$ cat config.mk
export PLATFORM = sky130hd
export DESIGN_NAME = pba_ctrl
export DESIGN_NICKNAME = d
export VERILOG_FILES = /design/src/rtl/pba_pkg.sv /design/src/rtl/pba_ctrl.sv
export SDC_FILE = /design/constraint.sdc
export NUM_CORES = 1
export LEC_CHECK = 0
export BUFFER_PORTS_ARGS = -buffer_cell sky130_fd_sc_hd__buf_2
export CORE_AREA = 2 2 39 41
export DETAILED_ROUTE_END_ITERATION = 7
export DIE_AREA = 0 0 41 43
export PLACE_DENSITY = 0.73
export SLEW_MARGIN = 20
export SYNTH_ARGS = -nofsm -noshare
export SYNTH_HDL_FRONTEND = slang
export SYNTH_SLANG_ARGS = --single-unit
$ cat constraint.sdc
create_clock -name clk -period 3.44 [get_ports clk]
set_clock_uncertainty 0.15 [all_clocks]
set_input_delay 0.516 -clock clk [delete_from_list [all_inputs] [get_ports clk]]
set_output_delay 0.516 -clock clk [all_outputs]
set_load 0.05 [all_outputs]
$ cat src/rtl/pba_pkg.sv
`default_nettype none

package pba_pkg;

  // Default sizing
  localparam int MAX_PAGES_DEF  = 4096;
  localparam int PAGE_BYTES_DEF = 4096;

  // Fixed field widths
  localparam int PAGE_COUNT_W = 13;
  localparam int ADDR_W       = 32;
  localparam int STATUS_W     = 2;
  localparam int CFG_INDEX_W  = 1;

  // Result status codes
  localparam logic [STATUS_W-1:0] ST_OK       = 2'd0;
  localparam logic [STATUS_W-1:0] ST_NO_PAGE  = 2'd1;
  localparam logic [STATUS_W-1:0] ST_BAD_FREE = 2'd2;

  // Request type codes
  localparam logic REQ_ALLOC = 1'b0;
  localparam logic REQ_FREE  = 1'b1;

  // Configuration register indexes
  localparam logic [CFG_INDEX_W-1:0] REG_PAGE_COUNT  = 1'b0;
  localparam logic [CFG_INDEX_W-1:0] REG_REGION_BASE = 1'b1;

  // Commands from controller to datapath
  typedef struct packed {
    logic                clear_wr;
    logic                load;
    logic                scan;
    logic                mark;
    logic                form_addr;
    logic                free_rd;
    logic                free_wr;
    logic                out_load;
    logic                out_use_addr;
    logic [STATUS_W-1:0] out_status;
  } pba_cmd_t;

  // Status from datapath to controller
  typedef struct packed {
    logic clr_last;
    logic empty;
    logic hit;
    logic scan_end;
    logic free_bad;
  } pba_stat_t;

endpackage

`default_nettype wire

$ cat src/rtl/pba_ctrl.sv
`default_nettype none

module pba_ctrl
  import pba_pkg::*;
(
  input  wire logic      clk,
  input  wire logic      rst,
  input  wire logic      in_valid,
  output logic           in_stall,
  input  wire logic      req_type,
  output logic           out_valid,
  input  wire logic      out_stall,
  output pba_cmd_t       cmd,
  input  wire pba_stat_t stat
);

  localparam logic [3:0] S_CLEAR = 4'd0;
  localparam logic [3:0] S_IDLE  = 4'd1;
  localparam logic [3:0] S_SCAN  = 4'd2;
  localparam logic [3:0] S_MARK  = 4'd3;
  localparam logic [3:0] S_ADDR  = 4'd4;
  localparam logic [3:0] S_FCHK  = 4'd6;
  localparam logic [3:0] S_FWR   = 4'd7;
  localparam logic [3:0] S_DONE  = 4'd8;

  logic [3:0]          state;
  logic [3:0]          state_next;
  logic [STATUS_W-1:0] res_status;
  logic [STATUS_W-1:0] res_status_next;
  logic                res_use_addr;
  logic                res_use_addr_next;
  logic                out_valid_next;
  logic                accept;

  assign in_stall = (state != S_IDLE);
  assign accept   = in_valid && !in_stall;

  // Sequence one request at a time
  always_comb begin
    state_next        = state;
    res_status_next   = res_status;
    res_use_addr_next = res_use_addr;
    cmd               = '0;
    cmd.out_status    = res_status;
    cmd.out_use_addr  = res_use_addr;
    unique case (state)
      S_CLEAR: begin
        cmd.clear_wr = 1'b1;
        if (stat.clr_last) begin
          state_next = S_IDLE;
        end
      end
      S_IDLE: begin
        if (accept) begin
          cmd.load          = 1'b1;
          res_use_addr_next = 1'b0;
          if (req_type == REQ_FREE) begin
            state_next = S_FCHK;
          end else if (stat.empty) begin
            res_status_next = ST_NO_PAGE;
            state_next      = S_DONE;
          end else begin
            state_next = S_SCAN;
          end
        end
      end
      S_SCAN: begin
        cmd.scan = 1'b1;
        if (stat.hit) begin
          state_next = S_MARK;
        end else if (stat.scan_end) begin
          res_status_next = ST_NO_PAGE;
          state_next      = S_DONE;
        end
      end
      S_MARK: begin
        cmd.mark   = 1'b1;
        state_next = S_ADDR;
      end
      S_ADDR: begin
        cmd.form_addr     = 1'b1;
        res_status_next   = ST_OK;
        res_use_addr_next = 1'b1;
        state_next        = S_DONE;
      end
      S_FCHK: begin
        if (stat.free_bad) begin
          res_status_next = ST_BAD_FREE;
          state_next      = S_DONE;
        end else begin
          cmd.free_rd = 1'b1;
          state_next  = S_FWR;
        end
      end
      S_FWR: begin
        cmd.free_wr     = 1'b1;
        res_status_next = ST_OK;
        state_next      = S_DONE;
      end
      S_DONE: begin
        if (!out_valid || !out_stall) begin
          cmd.out_load = 1'b1;
          state_next   = S_IDLE;
        end
      end
      default: begin
        state_next = S_IDLE;
      end
    endcase
  end

  // Hold result valid until taken
  always_comb begin
    if (cmd.out_load) begin
      out_valid_next = 1'b1;
    end else if (out_valid && !out_stall) begin
      out_valid_next = 1'b0;
    end else begin
      out_valid_next = out_valid;
    end
  end

  always_ff @(posedge clk) begin
    if (rst) begin
      state        <= S_CLEAR;
      out_valid    <= 1'b0;
      res_status   <= ST_OK;
      res_use_addr <= 1'b0;
    end else begin
      state        <= state_next;
      out_valid    <= out_valid_next;
      res_status   <= res_status_next;
      res_use_addr <= res_use_addr_next;
    end
  end

endmodule

`default_nettype wire

==> flow_summary.toml <==
[run_status]
outcome = "completed"

[yosys]
yosys_most_used_dff = "dfxtp_1"
ys_warn_count = 0
netlist_area_sq_um = 583.1
synthArstFlopShare = 0
avgSynthCellArea_sq_um = 7.672
synth.area.top_cells = "dfxtp_1, nor2b_1, nor2_1"
synth_seq_area_share = 0.2747
syn_nets = 86
synth_edf_count = 0
synth_cell_type_count = 32
synth_top_area_cell = "dfxtp_1"
synth_top_cell_area_share = 0.2747
ys_ff_latch = 8
synthCells = 76

[floorplan]
dieArea_sq_mm = 0.001763
io_pins = 23
start_util = 0.4213
die_h_um = 43
fp.dieW_um = 41
core_sq_mm = 0.001384
rows = 14

[layout]
n_antenna_cell = 0
syn_to_final_growth_pct = 18.03
drive_gt1_frac = 0.3118
design_area_sq_um = 688.2
nNetsFinal = 105

[clocking]
htree_levels = 1
clock-sinks = 8
post_cts_buffers = 0
root_buffer = "clkbuf_4"
cts_hold_buf = 0
cts_tree = "done"
clk_pin_slew_worst_paths_ns = 0.06
worst_skew_pair.late_latency_ns = 0.25
post_cts_resized = 0
clock_tree.buffer_depth = 2
cts_buffers = 3

[timing]
timing.fmax_mhz = 391.9
rsz0062_at_grt = "false"
layout_setup_ws_ns = 0.8882
finalHoldViolCount = 0
setup_tns_ns = 0
worst_pin_slew_ns = 0.6910
fin_crit_ns = 2.552
setup_violations = 0
drv_slew = 0
slew_headroom = 0.5328
min_period_over_period = 0.7418

[worst_setup_path]
cp-end-kind = "output pin"
crit_fanout = 11
crit_type = "register to output pin"
cp-start-kind = "register"
arrival_ns = 1.89
cp.required_ns = 2.77

[drt]
wire_per_inst_um = 12.89
drt-initial-drc-count = 15
drc = 0
vias_per_cell = 5.505
antenna_left = 0
vias = 600
first_pass_iters = 4
drt_wl_total_um = 1405

[global_routing]
grt_max_degree = 14
grt_pass1_vias = 553
grt_antenna_before_repair = 0
grt_overflow = 0
grt_use_total = 0.1952
grt_pass1_wl_um = 2332

[pwr]
p_sw_frac = 0.5312
power.internal_uw = 253.1
p_per_area_mw_per_mm2 = 784.4
pwr-share-seq = 0.273
comb_power_share = 0.595
p_sw_uw = 286.8
power_uw = 539.8
irDropWorstVdd_mv = 0.2856
pwr-share-clk = 0.133
power.leakage_uw = 0.0003095

[place]
port_buffers = 22
dp_slack_ns = 1.177
gp_congestion = 0.8899
postPlaceCellArea_sq_um = 665.6
hpwlAfterDp_um = 1094

[hold_path]
hold_path_class = "register to register"

[flow_run]
timing.max_cap.violations = 0
[power groups by stage]
stage | Sequential (uW) | Combinational, uW | Clock [uW]
after floorplan | 141 | 273 | 0
after global placement | 147 | 318 | 0
after detailed placement | 148 | 320 | 0
after CTS | 146 | 321 | 74.7
after global routing | 152 | 346 | 79.2
final | 147 | 321 | 71.5
[registers in the layout, summed over array words and instances, names as in the netlist]
register      count
res_use_addr      1
out_valid         1
state             4
res_status        2
[stage by stage]
stage | util | hold WS [ns] | std cells
floorplan | - | 0.3847 | 76
global placement | 0.4810 | 0.2987 | 106
detailed placement | 0.4810 | 0.3035 | 106
CTS | 0.4973 | 0.3157 | 109
global route | 0.4973 | 0.3604 | 109
finish | 0.4973 | 0.3177 | 109
[layout by cell type, fill, tap and decap left out, types with 2 or more instances in the layout]
cell | Yosys | layout
a21oi_1 | 4 | 4
buf_2 | 5 | 22
clkbuf_4 | 0 | 3
dfxtp_1 | 8 | 8
inv_1 | 5 | 5
nand2_1 | 6 | 6
nand2b_1 | 3 | 3
nor2_1 | 7 | 7
nor2b_1 | 5 | 5
nor3_1 | 4 | 4
nor4_1 | 4 | 4
nor4b_1 | 2 | 2
[final timing paths]
path / to / startpoint / slack (ns) / cells after the start
setup / recovery: cmd[9] / state[0] / 0.89 / 3
hold / removal: res_status[1] / res_status[1] / 0.32 / 2
setup reg to reg: state[3] / state[1] / 1.39 / 4
hold reg to reg: res_status[1] / res_status[1] / 0.32 / 2
[synthesized netlist by cell type, types with 2 or more instances]
| cell type | number |
|---|---|
| buf_2 | 5 |
| nand2b_1 | 3 |
| nor2_1 | 7 |
| nand2_1 | 6 |
| nor4b_1 | 2 |
| dfxtp_1 | 8 |
| nor4_1 | 4 |
| nor2b_1 | 5 |
| inv_1 | 5 |
| nor3_1 | 4 |
| buf_4 | 3 |
| a21oi_1 | 4 |
[critical path, cell delays in order, from the launching register on]
cell and delay, ns:
dfxtp_1 0.53, nor4b_1 0.57, and2_1 0.26, buf_2 0.27
[metal layers]
| metal | vias up | GRT usage | part of all wire | wire length (um) |
|---|---|---|---|---|
| met5 | - | 0 | 0 | 0 |
| met2 | 22 | 0.3000 | 0.51 | 715 |
| met4 | 0 | 0.02000 | 0 | 0 |
| met1 | 276 | 0.2492 | 0.43 | 602 |
| li1 | 302 | - | - | - |
| met3 | 0 | 0.09424 | 0.061 | 86 |
[kinds of logic after synthesis]
logic type             share of synthesized area
buffers and inverters                     0.1137
flip-flops                                0.2747
multiplexers                             0.01717
AND/OR/NAND/NOR                           0.3884
AO/OA/AOI/OAI                             0.2060
[layout make-up]
class / instances / area [sq um]
inverter: 5 / 18.77
fill: 149 / 695.7
timing repair buffer: 22 / 110.1
multi-input combinational: 55 / 356.6
sequential: 8 / 160.2
clock buffer: 3 / 22.52
tap: 16 / 20.02
Power figures use the tool's default switching activity.
